**config.mk**
```make
export PLATFORM = sky130hd
export DESIGN_NAME = radix_digit_emitter
export DESIGN_NICKNAME = d
export VERILOG_FILES = /design/src/hw/rtl/rde_pkg.sv /design/src/hw/rtl/radix_digit_emitter.sv /design/src/hw/rtl/rde_ram.sv /design/src/hw/rtl/rde_seq.sv
export VERILOG_INCLUDE_DIRS = /design/src /design/src/hw/rtl
export SDC_FILE = /design/constraint.sdc
export NUM_CORES = 1
export LEC_CHECK = 0
export ABC_AREA = 0
export BUFFER_PORTS_ARGS = -buffer_cell sky130_fd_sc_hd__buf_2
export CORE_MARGIN = 3
export CORE_UTILIZATION = 57
export CTS_BUF_LIST = sky130_fd_sc_hd__clkbuf_8
export DETAILED_ROUTE_END_ITERATION = 10
export GPL_ROUTABILITY_DRIVEN = 0
export PLACE_DENSITY = 0.9
export SETUP_SLACK_MARGIN = 0.3
export SYNTH_ARGS = -nofsm -noshare
export SYNTH_HDL_FRONTEND = slang
export SYNTH_SLANG_ARGS = --single-unit
```
**constraint.sdc**
```tcl
create_clock -name i_clk -period 11.5 [get_ports i_clk]
set_input_delay 0.575 -clock i_clk [delete_from_list [all_inputs] [get_ports i_clk]]
set_output_delay 0.575 -clock i_clk [all_outputs]
set_load 0.02 [all_outputs]
```
**src/hw/rtl/radix_digit_emitter_defines.svh**
```systemverilog
// Assertion macros shared by the RTL of the radix digit emitter.
// Define NO_ASSERTIONS to compile them out.
`ifndef RADIX_DIGIT_EMITTER_DEFINES_SVH
`define RADIX_DIGIT_EMITTER_DEFINES_SVH

`ifndef NO_ASSERTIONS
// Checked only while the block is out of reset.
`define RDE_ASSERT(lbl, prop, msg) \
    lbl: assert property (@(posedge i_clk) disable iff (!i_rst_n) prop) else $error(msg);
// Checked at every edge, reset included.
`define RDE_ASSERT_ALWAYS(lbl, prop, msg) \
    lbl: assert property (@(posedge i_clk) prop) else $error(msg);
`else
`define RDE_ASSERT(lbl, prop, msg)
`define RDE_ASSERT_ALWAYS(lbl, prop, msg)
`endif

`endif

```
**src/hw/rtl/rde_pkg.sv**
```systemverilog
`default_nettype none

package rde_pkg;

    // Datapath sizing.
    localparam int VALUE_WIDTH = 64;
    localparam int MAX_RADIX   = 16;
    localparam int DIV_BITS    = 8;
    localparam int DIV_CYCLES  = (VALUE_WIDTH + DIV_BITS - 1) / DIV_BITS;
    localparam int QUO_W       = DIV_CYCLES * DIV_BITS;
    localparam int BC_W        = (DIV_CYCLES > 1) ? $clog2(DIV_CYCLES) : 1;
    localparam int DIG_W       = 4;
    localparam int REM_W       = 5;
    localparam int CNT_W       = 7;
    localparam int ADDR_W      = $clog2(VALUE_WIDTH);
    localparam int SYM_W       = 8;
    localparam int CFG_IDX_W   = 2;
    localparam int PC_W        = 3;

    // Configuration register indexes.
    localparam logic [CFG_IDX_W-1:0] REG_RADIX     = 2'd0;
    localparam logic [CFG_IDX_W-1:0] REG_SYMS_LOW  = 2'd1;
    localparam logic [CFG_IDX_W-1:0] REG_SYMS_HIGH = 2'd2;

    localparam logic [REM_W-1:0] RADIX_MIN   = 5'd2;
    localparam logic [REM_W-1:0] RADIX_MAX   = REM_W'(MAX_RADIX);
    localparam logic [REM_W-1:0] RADIX_RESET = 5'd16;

    // Microprogram addresses.
    localparam logic [PC_W-1:0] STEP_DIV   = 3'd0;
    localparam logic [PC_W-1:0] STEP_STORE = 3'd1;
    localparam logic [PC_W-1:0] STEP_RD    = 3'd2;
    localparam logic [PC_W-1:0] STEP_PUT   = 3'd3;
    localparam logic [PC_W-1:0] STEP_IDLE  = 3'd4;

    // Condition that keeps the sequencer on its current step.
    typedef enum logic [1:0] {
        HOLD_NONE     = 2'd0,
        HOLD_NO_ITEM  = 2'd1,
        HOLD_OUT_BUSY = 2'd2
    } t_hold;

    // Condition that sends the sequencer to the target step.
    typedef enum logic [2:0] {
        JMP_NEVER    = 3'd0,
        JMP_ALWAYS   = 3'd1,
        JMP_DIV_MORE = 3'd2,
        JMP_QUO_NZ   = 3'd3,
        JMP_MORE_DIG = 3'd4
    } t_jump;

    typedef struct packed {
        logic            load;
        logic            div;
        logic            store;
        logic            rd;
        logic            put;
        t_hold           hold;
        t_jump           jump;
        logic [PC_W-1:0] target;
    } t_ctl;

    // Status from the datapath to the sequencer.
    typedef struct packed {
        logic in_fire;
        logic out_busy;
        logic div_more;
        logic quo_nz;
        logic more_dig;
    } t_cond;

    // Datapath strobes; all but ready are gated by the hold condition.
    typedef struct packed {
        logic ready;
        logic load;
        logic div;
        logic store;
        logic rd;
        logic put;
    } t_act;

    // The microprogram.
    function automatic t_ctl prog_word(input logic [PC_W-1:0] pc);
        t_ctl w;
        w = '{load: 1'b0, div: 1'b0, store: 1'b0, rd: 1'b0, put: 1'b0,
              hold: HOLD_NONE, jump: JMP_ALWAYS, target: STEP_IDLE};
        unique case (pc)
            STEP_DIV: begin
                w.div    = 1'b1;
                w.jump   = JMP_DIV_MORE;
                w.target = STEP_DIV;
            end
            STEP_STORE: begin
                w.store  = 1'b1;
                w.jump   = JMP_QUO_NZ;
                w.target = STEP_DIV;
            end
            STEP_RD: begin
                w.rd   = 1'b1;
                w.jump = JMP_NEVER;
            end
            STEP_PUT: begin
                w.put    = 1'b1;
                w.hold   = HOLD_OUT_BUSY;
                w.jump   = JMP_MORE_DIG;
                w.target = STEP_RD;
            end
            STEP_IDLE: begin
                w.load   = 1'b1;
                w.hold   = HOLD_NO_ITEM;
                w.jump   = JMP_ALWAYS;
                w.target = STEP_DIV;
            end
            default: begin
                w.jump   = JMP_ALWAYS;
                w.target = STEP_IDLE;
            end
        endcase
        return w;
    endfunction

endpackage

`default_nettype wire

```
**src/hw/rtl/radix_digit_emitter.sv**
```systemverilog
`default_nettype none
// A new item is accepted only after the last digit of the previous one has been
// loaded into the output register (a 64-bit value has up to 20 digits in decimal).
// Each digit costs division steps of 8 quotient bits each plus a store, then a read
// and an output load from the digit RAM; the microprogram sets this.
// Reset (synchronous, active low): radix 16, symbol table zero, no item in flight.
`include "radix_digit_emitter_defines.svh"

module radix_digit_emitter
    import rde_pkg::*;
(
    input  wire logic                 i_clk,
    input  wire logic                 i_rst_n,
    // Input items. tdata: value[63:0].
    input  wire logic                 i_s_tvalid,
    output logic                      o_s_tready,
    input  wire logic [63:0]          i_s_tdata,
    // Result items. tdata: symbol[7:0], digit_count[14:8], zero[15].
    output logic                      o_m_tvalid,
    input  wire logic                 i_m_tready,
    output logic      [15:0]          o_m_tdata,
    output logic                      o_m_tlast,
    // Configuration writes.
    input  wire logic                 i_cfg_valid,
    output logic                      o_cfg_ready,
    input  wire logic [CFG_IDX_W-1:0] i_cfg_index,
    input  wire logic [63:0]          i_cfg_data
);

    // Configuration registers.
    logic [REM_W-1:0] r_radix;
    logic [63:0]      r_syms_lo;
    logic [63:0]      r_syms_hi;
    logic [REM_W-1:0] eff_radix;

    // Datapath registers.
    logic [QUO_W-1:0] r_quo;
    logic [REM_W-1:0] r_rem;
    logic [BC_W-1:0]  r_bc;
    logic [CNT_W-1:0] r_cnt;
    logic [CNT_W-1:0] r_total;

    // Output register.
    logic             r_out_valid;
    logic [SYM_W-1:0] r_out_sym;
    logic             r_out_last;
    logic [CNT_W-1:0] r_out_cnt;

    t_cond            cond;
    t_act             act;
    logic             in_fire;
    logic [QUO_W-1:0] div_quo;
    logic [REM_W-1:0] div_rem;
    logic [CNT_W-1:0] rd_idx;
    logic [DIG_W-1:0] rd_digit;
    logic [SYM_W-1:0] symbol;

    assign o_cfg_ready = 1'b1;

    always_ff @(posedge i_clk) begin
        if (!i_rst_n) begin
            r_radix   <= RADIX_RESET;
            r_syms_lo <= '0;
            r_syms_hi <= '0;
        end else if (i_cfg_valid) begin
            case (i_cfg_index)
                REG_RADIX:     r_radix   <= i_cfg_data[REM_W-1:0];
                REG_SYMS_LOW:  r_syms_lo <= i_cfg_data;
                REG_SYMS_HIGH: r_syms_hi <= i_cfg_data;
                default:       ;
            endcase
        end
    end

    // Radix saturated into the supported range.
    always_comb begin
        if (r_radix < RADIX_MIN) begin
            eff_radix = RADIX_MIN;
        end else if (r_radix > RADIX_MAX) begin
            eff_radix = RADIX_MAX;
        end else begin
            eff_radix = r_radix;
        end
    end

    // Sequencer.
    assign in_fire       = i_s_tvalid && o_s_tready;
    assign cond.in_fire  = in_fire;
    assign cond.out_busy = r_out_valid && !i_m_tready;
    assign cond.div_more = (r_bc != BC_W'(DIV_CYCLES - 1));
    assign cond.quo_nz   = (r_quo != '0);
    assign cond.more_dig = (r_cnt != CNT_W'(1));

    rde_seq u_seq (
        .i_clk   (i_clk),
        .i_rst_n (i_rst_n),
        .i_cond  (cond),
        .o_act   (act)
    );

    assign o_s_tready = act.ready;

    // Restoring division: DIV_BITS quotient bits per cycle, remainder stays narrow.
    always_comb begin
        div_quo = r_quo;
        div_rem = r_rem;
        for (int i = 0; i < DIV_BITS; i++) begin
            div_rem = {div_rem[REM_W-2:0], div_quo[QUO_W-1]};
            div_quo = {div_quo[QUO_W-2:0], 1'b0};
            if (div_rem >= eff_radix) begin
                div_rem    = div_rem - eff_radix;
                div_quo[0] = 1'b1;
            end
        end
    end

    always_ff @(posedge i_clk) begin
        if (!i_rst_n) begin
            r_bc  <= '0;
            r_cnt <= '0;
        end else if (act.load) begin
            r_bc  <= '0;
            r_cnt <= '0;
        end else if (act.div) begin
            r_bc  <= r_bc + BC_W'(1);
        end else if (act.store) begin
            r_bc  <= '0;
            r_cnt <= r_cnt + CNT_W'(1);
        end else if (act.put) begin
            r_cnt <= r_cnt - CNT_W'(1);
        end
    end

    always_ff @(posedge i_clk) begin
        if (act.load) begin
            r_quo <= QUO_W'(i_s_tdata[VALUE_WIDTH-1:0]);
            r_rem <= '0;
        end else if (act.div) begin
            r_quo <= div_quo;
            r_rem <= div_rem;
        end else if (act.store) begin
            r_rem   <= '0;
            r_total <= r_cnt + CNT_W'(1);
        end
    end

    // Digit buffer: written least significant first, read back in reverse.
    assign rd_idx = r_cnt - CNT_W'(1);

    rde_ram #(
        .WIDTH (DIG_W),
        .DEPTH (VALUE_WIDTH)
    ) u_digits (
        .i_clk   (i_clk),
        .i_we    (act.store),
        .i_waddr (r_cnt[ADDR_W-1:0]),
        .i_wdata (r_rem[DIG_W-1:0]),
        .i_re    (act.rd),
        .i_raddr (rd_idx[ADDR_W-1:0]),
        .o_rdata (rd_digit)
    );

    // Symbol table lookup.
    always_comb begin
        if (rd_digit[DIG_W-1]) begin
            symbol = r_syms_hi[{rd_digit[DIG_W-2:0], 3'b000} +: SYM_W];
        end else begin
            symbol = r_syms_lo[{rd_digit[DIG_W-2:0], 3'b000} +: SYM_W];
        end
    end

    // Output register; the next item can be taken while it waits.
    always_ff @(posedge i_clk) begin
        if (!i_rst_n) begin
            r_out_valid <= 1'b0;
        end else if (act.put) begin
            r_out_valid <= 1'b1;
        end else if (i_m_tready) begin
            r_out_valid <= 1'b0;
        end
    end

    always_ff @(posedge i_clk) begin
        if (act.put) begin
            r_out_sym  <= symbol;
            r_out_last <= !cond.more_dig;
            r_out_cnt  <= cond.more_dig ? '0 : r_total;
        end
    end

    assign o_m_tvalid = r_out_valid;
    assign o_m_tlast  = r_out_last;
    assign o_m_tdata  = {1'b0, r_out_cnt, r_out_sym};

    // A new item starts with a clean digit count and division phase.
    `RDE_ASSERT(a_load_clears, in_fire |=> (r_cnt == '0 && r_bc == '0), "load did not clear")
    // The digit count never exceeds the value width.
    `RDE_ASSERT_ALWAYS(a_cnt_range, !i_rst_n || r_cnt <= CNT_W'(VALUE_WIDTH), "count overflow")
    // The last item of a run carries a nonzero count, the others zero.
    `RDE_ASSERT(a_last_cnt, (o_m_tvalid && o_m_tlast) |-> (o_m_tdata[14:8] != 7'd0), "last count zero")
    `RDE_ASSERT(a_mid_cnt, (o_m_tvalid && !o_m_tlast) |-> (o_m_tdata[14:8] == 7'd0), "middle count set")
    // An output item is never overwritten before it is taken.
    `RDE_ASSERT(a_no_overwrite, (o_m_tvalid && !i_m_tready) |-> !act.put, "output overwritten")

endmodule

`default_nettype wire

```
**src/hw/rtl/rde_ram.sv**
```systemverilog
`default_nettype none

// Simple dual-port RAM with a registered read.
module rde_ram #(
    parameter int WIDTH = 4,
    parameter int DEPTH = 64
) (
    input  wire logic                     i_clk,
    input  wire logic                     i_we,
    input  wire logic [$clog2(DEPTH)-1:0] i_waddr,
    input  wire logic [WIDTH-1:0]         i_wdata,
    input  wire logic                     i_re,
    input  wire logic [$clog2(DEPTH)-1:0] i_raddr,
    output logic      [WIDTH-1:0]         o_rdata
);

    logic [WIDTH-1:0] r_mem [DEPTH];
    logic [WIDTH-1:0] r_rdata;

    always_ff @(posedge i_clk) begin
        if (i_we) begin
            r_mem[i_waddr] <= i_wdata;
        end
        if (i_re) begin
            r_rdata <= r_mem[i_raddr];
        end
    end

    assign o_rdata = r_rdata;

endmodule

`default_nettype wire

```
**src/hw/rtl/rde_seq.sv**
```systemverilog
`default_nettype none

// Microprogram sequencer: step counter, control ROM and jump logic.
module rde_seq
    import rde_pkg::*;
(
    input  wire logic  i_clk,
    input  wire logic  i_rst_n,
    input  wire t_cond i_cond,
    output t_act       o_act
);

    logic [PC_W-1:0] r_pc;
    logic [PC_W-1:0] n_pc;
    t_ctl            ctl;
    logic            held;
    logic            take;

    assign ctl = prog_word(r_pc);

    // Hold condition decode.
    always_comb begin
        unique case (ctl.hold)
            HOLD_NONE:     held = 1'b0;
            HOLD_NO_ITEM:  held = !i_cond.in_fire;
            HOLD_OUT_BUSY: held = i_cond.out_busy;
            default:       held = 1'b0;
        endcase
    end

    // Jump condition decode.
    always_comb begin
        unique case (ctl.jump)
            JMP_NEVER:    take = 1'b0;
            JMP_ALWAYS:   take = 1'b1;
            JMP_DIV_MORE: take = i_cond.div_more;
            JMP_QUO_NZ:   take = i_cond.quo_nz;
            JMP_MORE_DIG: take = i_cond.more_dig;
            default:      take = 1'b1;
        endcase
    end

    // Next step.
    always_comb begin
        if (held) begin
            n_pc = r_pc;
        end else if (take) begin
            n_pc = ctl.target;
        end else begin
            n_pc = r_pc + PC_W'(1);
        end
    end

    always_ff @(posedge i_clk) begin
        if (!i_rst_n) begin
            r_pc <= STEP_IDLE;
        end else begin
            r_pc <= n_pc;
        end
    end

    // Strobes to the datapath.
    assign o_act.ready = ctl.load;
    assign o_act.load  = ctl.load  && !held;
    assign o_act.div   = ctl.div   && !held;
    assign o_act.store = ctl.store && !held;
    assign o_act.rd    = ctl.rd    && !held;
    assign o_act.put   = ctl.put   && !held;

endmodule

`default_nettype wire
```
==> results of run 1 <==
==> kinds of logic (layout without fill, tap and decap cells) <==
| family | after synthesis | count (layout) | synth area share |
|---|---|---|---|
| flops | 498 | 498 | 0.590 |
| simple gates | 720 | 720 | 0.131 |
| fa+ha+maj | 59 | 59 | 0.0350 |
| buf+inv | 147 | 360 | 0.0275 |
| mux | 136 | 136 | 0.122 |
| other cells | 2 | 9 | 0.000330 |
| xor+xnor | 30 | 30 | 0.0115 |
| compound gates | 264 | 265 | 0.0826 |
==> metal layers <==
layer / GRT usage / share of wire
met1: 0.329 / 0.37
met2: 0.415 / 0.49
met3: 0.0561 / 0.10
met4: 0.103 / 0.039
met5: 0 / 0.00051
==> worst paths after layout <==
path	end	slack, ns	cells after the start
max reg2reg	r_rem[2]$_SDFFE_PP0P_	0.33	48
min reg2reg	r_syms_lo[47]$_SDFFE_PN0P_	0.47	2
min	r_quo[62]$_DFFE_PP_	0.22	3
max	r_rem[2]$_SDFFE_PP0P_	0.33	48
==> sequential cells by signal, indices dropped and copies added (netlist names), 3 cells and up <==
| register | count |
|---|---|
| r_out_sym | 8 |
| u_digits.o_rdata | 4 |
| u_digits.r_mem | 256 |
| r_total | 7 |
| r_syms_lo | 64 |
| r_out_cnt | 7 |
| r_quo | 64 |
| r_rem | 4 |
| u_seq.r_pc | 3 |
| r_radix | 5 |
| r_cnt | 7 |
| r_syms_hi | 64 |
| r_bc | 3 |
==> tightest hold or removal path: cells and delay by family <==
| kind | cells | cell delay (ns) |
|---|---|---|
| buf+inv | 1 | 0.08 |
| simple gates | 2 | 0.08 |
==> cells in the final DEF (no fill, tap or decap), types with 4 or more instances in the layout <==
master      n
a21boi_0  129
a21o_1     19
a21oi_1    31
a22oi_1     6
and2_1     14
and3_1      4
buf_2     152
buf_4      32
clkbuf_8   80
clkinv_1   10
clkinv_2    4
dfxtp_1   146
dfxtp_2     4
diode_2     7
edfxtp_1  347
fa_1        8
ha_1       50
inv_1      73
inv_6       4
mux2_2     10
mux2i_1    13
mux4_2    112
nand2_1   472
nand2b_1   11
nand3_1    25
nand4_1     6
nor2_1    129
nor2b_1    13
nor4_1     18
o21ai_0    10
o21ai_1     9
o22ai_1     5
or3_1       9
xnor2_1    22
xor2_1      7
==> cell type report <==
cell class	instances	area [um^2]	share of cell area
Antenna cell	7	17.5	0.000686
Clock buffer	80	1100	0.0431
Clock inverter	57	312	0.0122
Inverter	39	146	0.00573
Multi-Input combinational cell	1212	8870	0.347
Sequential cell	498	13500	0.526
Tap cell	518	648	0.0254
Timing Repair Buffer	184	1000	0.0392
==> repair_timing <==
item,4_1_cts,5_1_grt
gates resized for setup,10,15
cloned,0,1
endpoints found under the setup margin,5,5
buffers inserted,1,10
pin swaps,2,7
==> per-stage QoR <==
step            util  cells  cell area, um^2  setup TNS [ns]  hold slack [ns]
3_5_place_dp   0.612   2439            23900           -1.13            0.459
3_3_place_gp   0.612   2439            23900               0            0.449
2_1_floorplan      -   1856            22800               0            0.440
6_report       0.654   2595            25600               0            0.219
5_1_grt        0.653   2590            25500          -0.230            0.213
4_1_cts        0.649   2577            25400               0            0.188
==> results.sh, run 1 <==
export IMPL_hold_viol_final=0
export IMPL_ys_ff_latch=498
export IMPL_first_pass_iters=6
export IMPL_worstHoldStart="i_s_tdata[62]"
export IMPL_syn_cell_area_mm2=0.0228
export IMPL_worstSetupPathType="reg2reg"
export IMPL_drt_total_wl_um=55000
export IMPL_clkTransAtPathRegs_ns=0.07
export IMPL_slowest_stage="ha_1"
export IMPL_hold_buffers=0
export IMPL_grt_max_degree=139
export IMPL_cp_common_cell="ha_1"
export IMPL_cts_buffers=76
export IMPL_num_rows=72
export IMPL_drc_errors=0
export IMPL_cts_htree_levels=3
export IMPL_layout_nets=2205
export IMPL_grt_overflow_total=0
export IMPL_synth_most_common_cell="nand2_1"
export IMPL_cp_max_fo=12
export IMPL_syn_nets=2050
export IMPL_yosys_top_cells_area="edfxtp_1, dfxtp_1, mux4_2, nand2_1, a21boi_0"
export IMPL_drt_vias_per_instance=6.12
export IMPL_area_growth_pct=12.2
export IMPL_synth_edff_count=347
export IMPL_syn_inst=1856
export IMPL_clock_latency_ns=0.63
export IMPL_ys_seq_area_frac=0.590
export IMPL_tightestPinTransition_ns=1.16
export IMPL_critPathLaunch="r_radix[4]$_SDFFE_PN1P_"
export IMPL_min_period_over_period=0.971
export IMPL_drive_above_1_share=0.210
export IMPL_pre_cts_ws_ns=-0.303
export IMPL_path_buf_inv=5
export IMPL_die_area_mm2=0.0424
export IMPL_drt_iter0_markers=1900
export IMPL_hpwlAfterDp_um=35300
export IMPL_grt_pass1_vias=15800
export IMPL_cts_tree="done"
export IMPL_clock_root_buffer="clkbuf_8"
export IMPL_critPathCaptureType="register"
export IMPL_outcome="completed"
export IMPL_max_freq_ghz=0.0895
export IMPL_crit_arrival_ns=11.68
export IMPL_r2r_start="r_radix[4]$_SDFFE_PN1P_"
export IMPL_clock_sinks=498
export IMPL_maxSlewHeadroom=0.229
export IMPL_grt_usage=0.252
export IMPL_io_buffers=152
export IMPL_grt_pass1_wl_um=83500
export IMPL_required_ns=12.01
export IMPL_ioPinCount=155
export IMPL_crit_family="compound AO/OA/AOI/OAI gates"
export IMPL_max_stage_delay_ns=0.46
export IMPL_ant_nets=0
export IMPL_finalSetupViolations=0
export IMPL_coreArea_mm2=0.0391
export IMPL_cap_violations=0
export IMPL_start_util=0.583
export IMPL_fp_dieH_um=206
export IMPL_fillCellCount=2566
export IMPL_synth_top_area_cell="edfxtp_1"
export IMPL_hold_path_class="in2reg"
export IMPL_yosysUniqueCellTypes=67
export IMPL_synth_async_reset_ratio=0
export IMPL_synth_warnings=0
export IMPL_fp_dieW_um=206
export IMPL_crit_path_start_kind="register"
export IMPL_cts_buffer_depth=3
export IMPL_netlist_area_leader_share=0.457
export IMPL_skew_ns=0.0358
export IMPL_finalCriticalPeriod_ns=11.17
export IMPL_synth_top_cells_by_count="nand2_1, edfxtp_1, dfxtp_1"
export IMPL_routedWlPerCell_um=21.2
export IMPL_finalMaxSlewViolations=0
export IMPL_antenna_found_initial=7
export IMPL_routed_via_count=15900
export IMPL_syn_avg_cell_area_um2=12.3
export IMPL_ys_flop_type="edfxtp_1"
export IMPL_fin_ws_ns=0.333
Power of run 1 is left out: the tool's default activity adds up to more than one toggle a clock period on the data nets, which glitch-free logic cannot reach.
==> run 2, diff against run 1 <==
CTS_BUF_LIST = sky130_fd_sc_hd__clkbuf_4   (was sky130_fd_sc_hd__clkbuf_8)
==> run 2 against run 1 <==
Compared with the run above:
- hold slack worse by 0.17 ns
- via count increased by 7.1%
- sequential share of layout area fell by 1.9 points
- first-iteration DRC count increased by 13%
- clock skew increased by 0.019 ns
- die area did not move
- register-to-register slack improved by 0.06 ns
- count of clock-buffer cells in the layout is 104 higher
- global-route usage is 2.1 points higher
==> results.sh, run 2 (synthesized netlist as in run 1, its figures left out) <==
export IMPL_rrSetupSlack_ns=0.40
export IMPL_drt_vias_per_instance=6.19
export IMPL_clock_sinks=498
export IMPL_drive_above_1_share=0.244
export IMPL_fp_dieH_um=206
export IMPL_finalSetupViolations=0
export IMPL_skew_ns=0.0543
export IMPL_start_util=0.583
export IMPL_largest_register_ffs=256
export IMPL_finalCriticalPeriod_ns=11.10
export IMPL_critPathCaptureType="register"
export IMPL_ant_nets=0
export IMPL_crit_path_start_kind="register"
export IMPL_regMostFlops="u_digits.r_mem"
export IMPL_fp_dieW_um=206
export IMPL_cts_buffer_depth=3
export IMPL_layout_nets=2333
export IMPL_ioPinCount=155
export IMPL_hold_viol_final=0
export IMPL_drt_iter0_markers=2149
export IMPL_routedWlPerCell_um=22.0
export IMPL_max_freq_ghz=0.0901
export IMPL_outcome="completed"
export IMPL_grt_max_degree=139
export IMPL_finalMaxSlewViolations=0
export IMPL_area_growth_pct=16.5
export IMPL_grt_overflow_total=0
export IMPL_cts_htree_levels=3
export IMPL_crit_arrival_ns=11.86
export IMPL_final_common_cell="nand2_1"
export IMPL_first_pass_iters=7
export IMPL_cp_common_cell="ha_1"
export IMPL_clock_latency_ns=0.85
export IMPL_grt_pass1_wl_um=90100
export IMPL_routed_via_count=17000
export IMPL_cp_max_fo=8
export IMPL_required_ns=12.26
export IMPL_fin_ws_ns=0.396
export IMPL_rsz0062_at_grt="no"
export IMPL_cap_violations=0
export IMPL_grt_usage=0.273
export IMPL_critPathLaunch="r_radix[3]$_SDFFE_PN0P_"
export IMPL_worstSetupPathType="reg2reg"
export IMPL_slowest_stage="or3_1"
export IMPL_num_rows=72
export IMPL_min_period_over_period=0.966
export IMPL_drt_total_wl_um=60300
export IMPL_clock_root_buffer="clkbuf_4"
export IMPL_hold_path_class="in2reg"
export IMPL_pre_cts_ws_ns=-0.303
export IMPL_antenna_found_initial=8
export IMPL_cts_tree="done"
export IMPL_grt_pass1_vias=16900
export IMPL_clkTransAtPathRegs_ns=0.07
export IMPL_final_cell_mix="nand2_1, edfxtp_1, clkbuf_4, buf_2, dfxtp_1"
export IMPL_die_area_mm2=0.0424
export IMPL_r2r_start="r_radix[3]$_SDFFE_PN0P_"
export IMPL_io_buffers=152
export IMPL_worstHoldStart="i_cfg_data[17]"
export IMPL_max_stage_delay_ns=0.44
export IMPL_drc_errors=0
export IMPL_maxSlewHeadroom=0.223
export IMPL_coreArea_mm2=0.0391
export IMPL_cts_buffers=117
export IMPL_tightestPinTransition_ns=1.17
export IMPL_hpwlAfterDp_um=35300
==> run 2: worst max-delay path, delay by kind of cell, from the launching register on <==
family / cells / cell delay, ns
multiplexers: 3 / 0.81
adder cells (fa/ha/maj): 8 / 2.56
AND/OR/NAND/NOR: 9 / 1.39
buffers and inverters: 4 / 0.56
flip-flops: 1 / 0.35
AO/OA/AOI/OAI: 26 / 5.35
==> run 2: routing by layer <==
metal	part of all wire	vias up	track usage	wire length [um]
met4	0.051	4	0.136	3100
met3	0.11	287	0.0684	6430
li1	-	7349	-	-
met1	0.35	8090	0.338	21400
met2	0.49	1287	0.451	29400
met5	0.00043	-	0	26
==> run 2: worst paths after layout <==
kind / end / depth (start not counted)
setup / recovery: r_rem[1]$_SDFFE_PP0P_ / 50
hold / removal: r_syms_lo[17]$_SDFFE_PN0P_ / 3
setup reg to reg: r_rem[1]$_SDFFE_PP0P_ / 50
hold reg to reg: r_syms_lo[38]$_SDFFE_PN0P_ / 2
==> run 2: layout make-up <==
| type | instances | area, um^2 |
|---|---|---|
| clock buffers | 184 | 1380 |
| clock inverters | 18 | 83.8 |
| multi-input cells | 1212 | 8930 |
| repair buffers | 271 | 1860 |
| inverters | 39 | 146 |
| well taps | 518 | 648 |
| flip-flops and latches | 498 | 13500 |
| diodes | 8 | 20.0 |
| fillers | 2476 | 12600 |
==> run 2: what timing repair did <==
item	CTS	global route
hold endpoints to repair	97	2
cloned	0	1
gates resized for setup	10	25
hold buffers	82	2
setup buffers	4	10
endpoints found under the setup margin	5	5
pin swaps	4	10
==> run 2: per-stage QoR <==
step | cells | hold slack, ns | cell area, um^2 | util | setup TNS, ns
after detailed placement | 2439 | 0.459 | 23900 | 0.612 | -1.13
after global placement | 2439 | 0.449 | 23900 | 0.612 | 0
after floorplan | 1856 | 0.440 | 22800 | - | 0
after global routing | 2746 | -0.00863 | 26500 | 0.678 | 0
final | 2748 | 0.0495 | 26500 | 0.678 | 0
after CTS | 2727 | 0.0000915 | 26300 | 0.672 | 0
Power of run 2 is left out for the same reason.
==> run 3, diff against run 2 <==
RECOVER_POWER = 25   (was not set)
==> run 3 against run 2 <==
Compared with the run above:
- the flow now finishes with violations (capacitance limit, slew limit)
- setup slack worse by 0.019 ns
- clock skew down 0.0063 ns
- flip-flop and latch count unchanged
- via count up 0.28%
- count of clock-buffer cells in the layout unchanged
- highest routed layer unchanged
==> results.sh, run 3 (synthesized netlist as in run 1, its figures left out) <==
export IMPL_ant_nets=0
export IMPL_drc_errors=0
export IMPL_drt_iter0_markers=2168
export IMPL_cap_violations=4
export IMPL_grt_max_degree=139
export IMPL_cp_max_fo=8
export IMPL_finalMaxSlewViolations=335
export IMPL_dp_cells=2439
export IMPL_regMostFlops="u_digits.r_mem"
export IMPL_final_cell_mix="nand2_1, edfxtp_1, clkbuf_4, buf_2, dfxtp_1"
export IMPL_grt_usage=0.273
export IMPL_hpwlAfterDp_um=35300
export IMPL_drt_vias_per_instance=6.21
export IMPL_worstSetupPathType="reg2reg"
export IMPL_grt_pass1_vias=16900
export IMPL_wl_met2_um=29100
export IMPL_grt_pass1_wl_um=90100
export IMPL_routed_via_count=17100
export IMPL_max_freq_ghz=0.0899
export IMPL_clock_root_buffer="clkbuf_4"
export IMPL_crit_arrival_ns=11.83
export IMPL_clock_latency_ns=0.85
export IMPL_rsz0062_at_grt="no"
export IMPL_final_common_cell="nand2_1"
export IMPL_violations="capacitance limit, slew limit"
export IMPL_largest_register_ffs=256
export IMPL_clock_sinks=498
export IMPL_hold_viol_final=0
export IMPL_start_util=0.583
export IMPL_top_layer_used="met5"
export IMPL_finalCriticalPeriod_ns=11.12
export IMPL_drive_above_1_share=0.241
export IMPL_grt_overflow_total=0
export IMPL_antenna_found_initial=8
export IMPL_tightestPinTransition_ns=4.90
export IMPL_crit_path_start_kind="register"
export IMPL_met1_length_um=21600
export IMPL_fillCellCount=2485
export IMPL_cts_buffer_depth=3
export IMPL_hold_path_class="in2reg"
export IMPL_area_growth_pct=16.4
export IMPL_layout_nets=2333
export IMPL_io_buffers=152
export IMPL_register_area_mm2=0.0134
export IMPL_fp_dieW_um=206
export IMPL_ioPinCount=155
export IMPL_required_ns=12.21
export IMPL_skew_ns=0.0480
export IMPL_cts_buffers=117
export IMPL_drt_total_wl_um=60400
export IMPL_cp_common_cell="ha_1"
export IMPL_finalSetupViolations=0
export IMPL_max_stage_delay_ns=0.44
export IMPL_critPathCaptureType="register"
export IMPL_routedWlPerCell_um=22.0
export IMPL_cts_tree="done"
export IMPL_clkTransAtPathRegs_ns=0.08
export IMPL_multi_input_area_mm2=0.00893
export IMPL_wl_met3_um=6390
export IMPL_cts_htree_levels=3
export IMPL_outcome="finished, violations left"
export IMPL_slowest_stage="or3_1"
export IMPL_num_rows=72
export IMPL_die_area_mm2=0.0424
export IMPL_coreArea_mm2=0.0391
export IMPL_first_pass_iters=8
export IMPL_maxSlewHeadroom=-2.27
export IMPL_instances_no_fill=2748
export IMPL_min_period_over_period=0.967
export IMPL_fp_dieH_um=206
==> run 3: cell types whose count changed in the layout (fill, tap and decap cells not counted), sizes merged <==
cell / previous run / this run
clkbuf: 184 / 189
buf: 187 / 182
==> run 3: metrics by stage <==
step	hold slack [ns]	TNS, ns	util	cell area [um^2]	setup WS [ns]
6_report	0.0525	0	0.678	26500	0.377
4_1_cts	0.0000915	0	0.672	26300	0.356
3_3_place_gp	0.449	0	0.612	23900	0.410
5_1_grt	-0.00529	0	0.678	26500	0.0892
3_5_place_dp	0.459	-1.13	0.612	23900	-0.303
2_1_floorplan	0.440	0	-	22800	0.375
==> run 3: final timing paths <==
kind	slack, ns	end	from	cells after the start
worst max-delay path	0.38	r_rem[2]$_SDFFE_PP0P_	r_radix[3]$_SDFFE_PN0P_	51
worst min-delay path	0.05	r_quo[32]$_DFFE_PP_	i_s_tdata[32]	3
worst max register to register	0.38	r_rem[2]$_SDFFE_PP0P_	r_radix[3]$_SDFFE_PN0P_	51
worst min register to register	0.47	r_syms_lo[62]$_SDFFE_PN0P_	r_syms_lo[62]$_SDFFE_PN0P_	2
==> run 3: timing repair <==
action | CTS | global route
hold buffers | 82 | 2
gates cloned | 0 | 1
buffers inserted | 4 | 10
pin swaps | 4 | 10
hold endpoints to repair | 97 | 2
gates resized for setup | 10 | 25
endpoints found under the setup margin | 5 | 5
==> run 3: final cells by class <==
cell class,instances,area share
multi-input cells,1212,0.337
well taps,518,0.0245
diodes,8,0.000755
flip-flops and latches,498,0.507
inverters,39,0.00552
repair buffers,271,0.0697
clock inverters,18,0.00316
clock buffers,184,0.0521
==> run 3: per-layer routing <==
layer / vias to the layer above / track usage
met1: 8129 / 0.338
li1: 7355 / -
met4: 4 / 0.136
met3: 313 / 0.0684
met2: 1264 / 0.451
met5: - / 0
==> run 3: worst max-delay path: cells and delay by family, from the launching register on <==
kind | cells | cell delay, ns
AO/OA/AOI/OAI | 29 | 5.89
buffers and inverters | 4 | 0.51
multiplexers | 2 | 0.49
adder cells (fa/ha/maj) | 8 | 2.42
AND/OR/NAND/NOR | 8 | 1.31
flip-flops | 1 | 0.35
Power of run 3 is left out for the same reason.
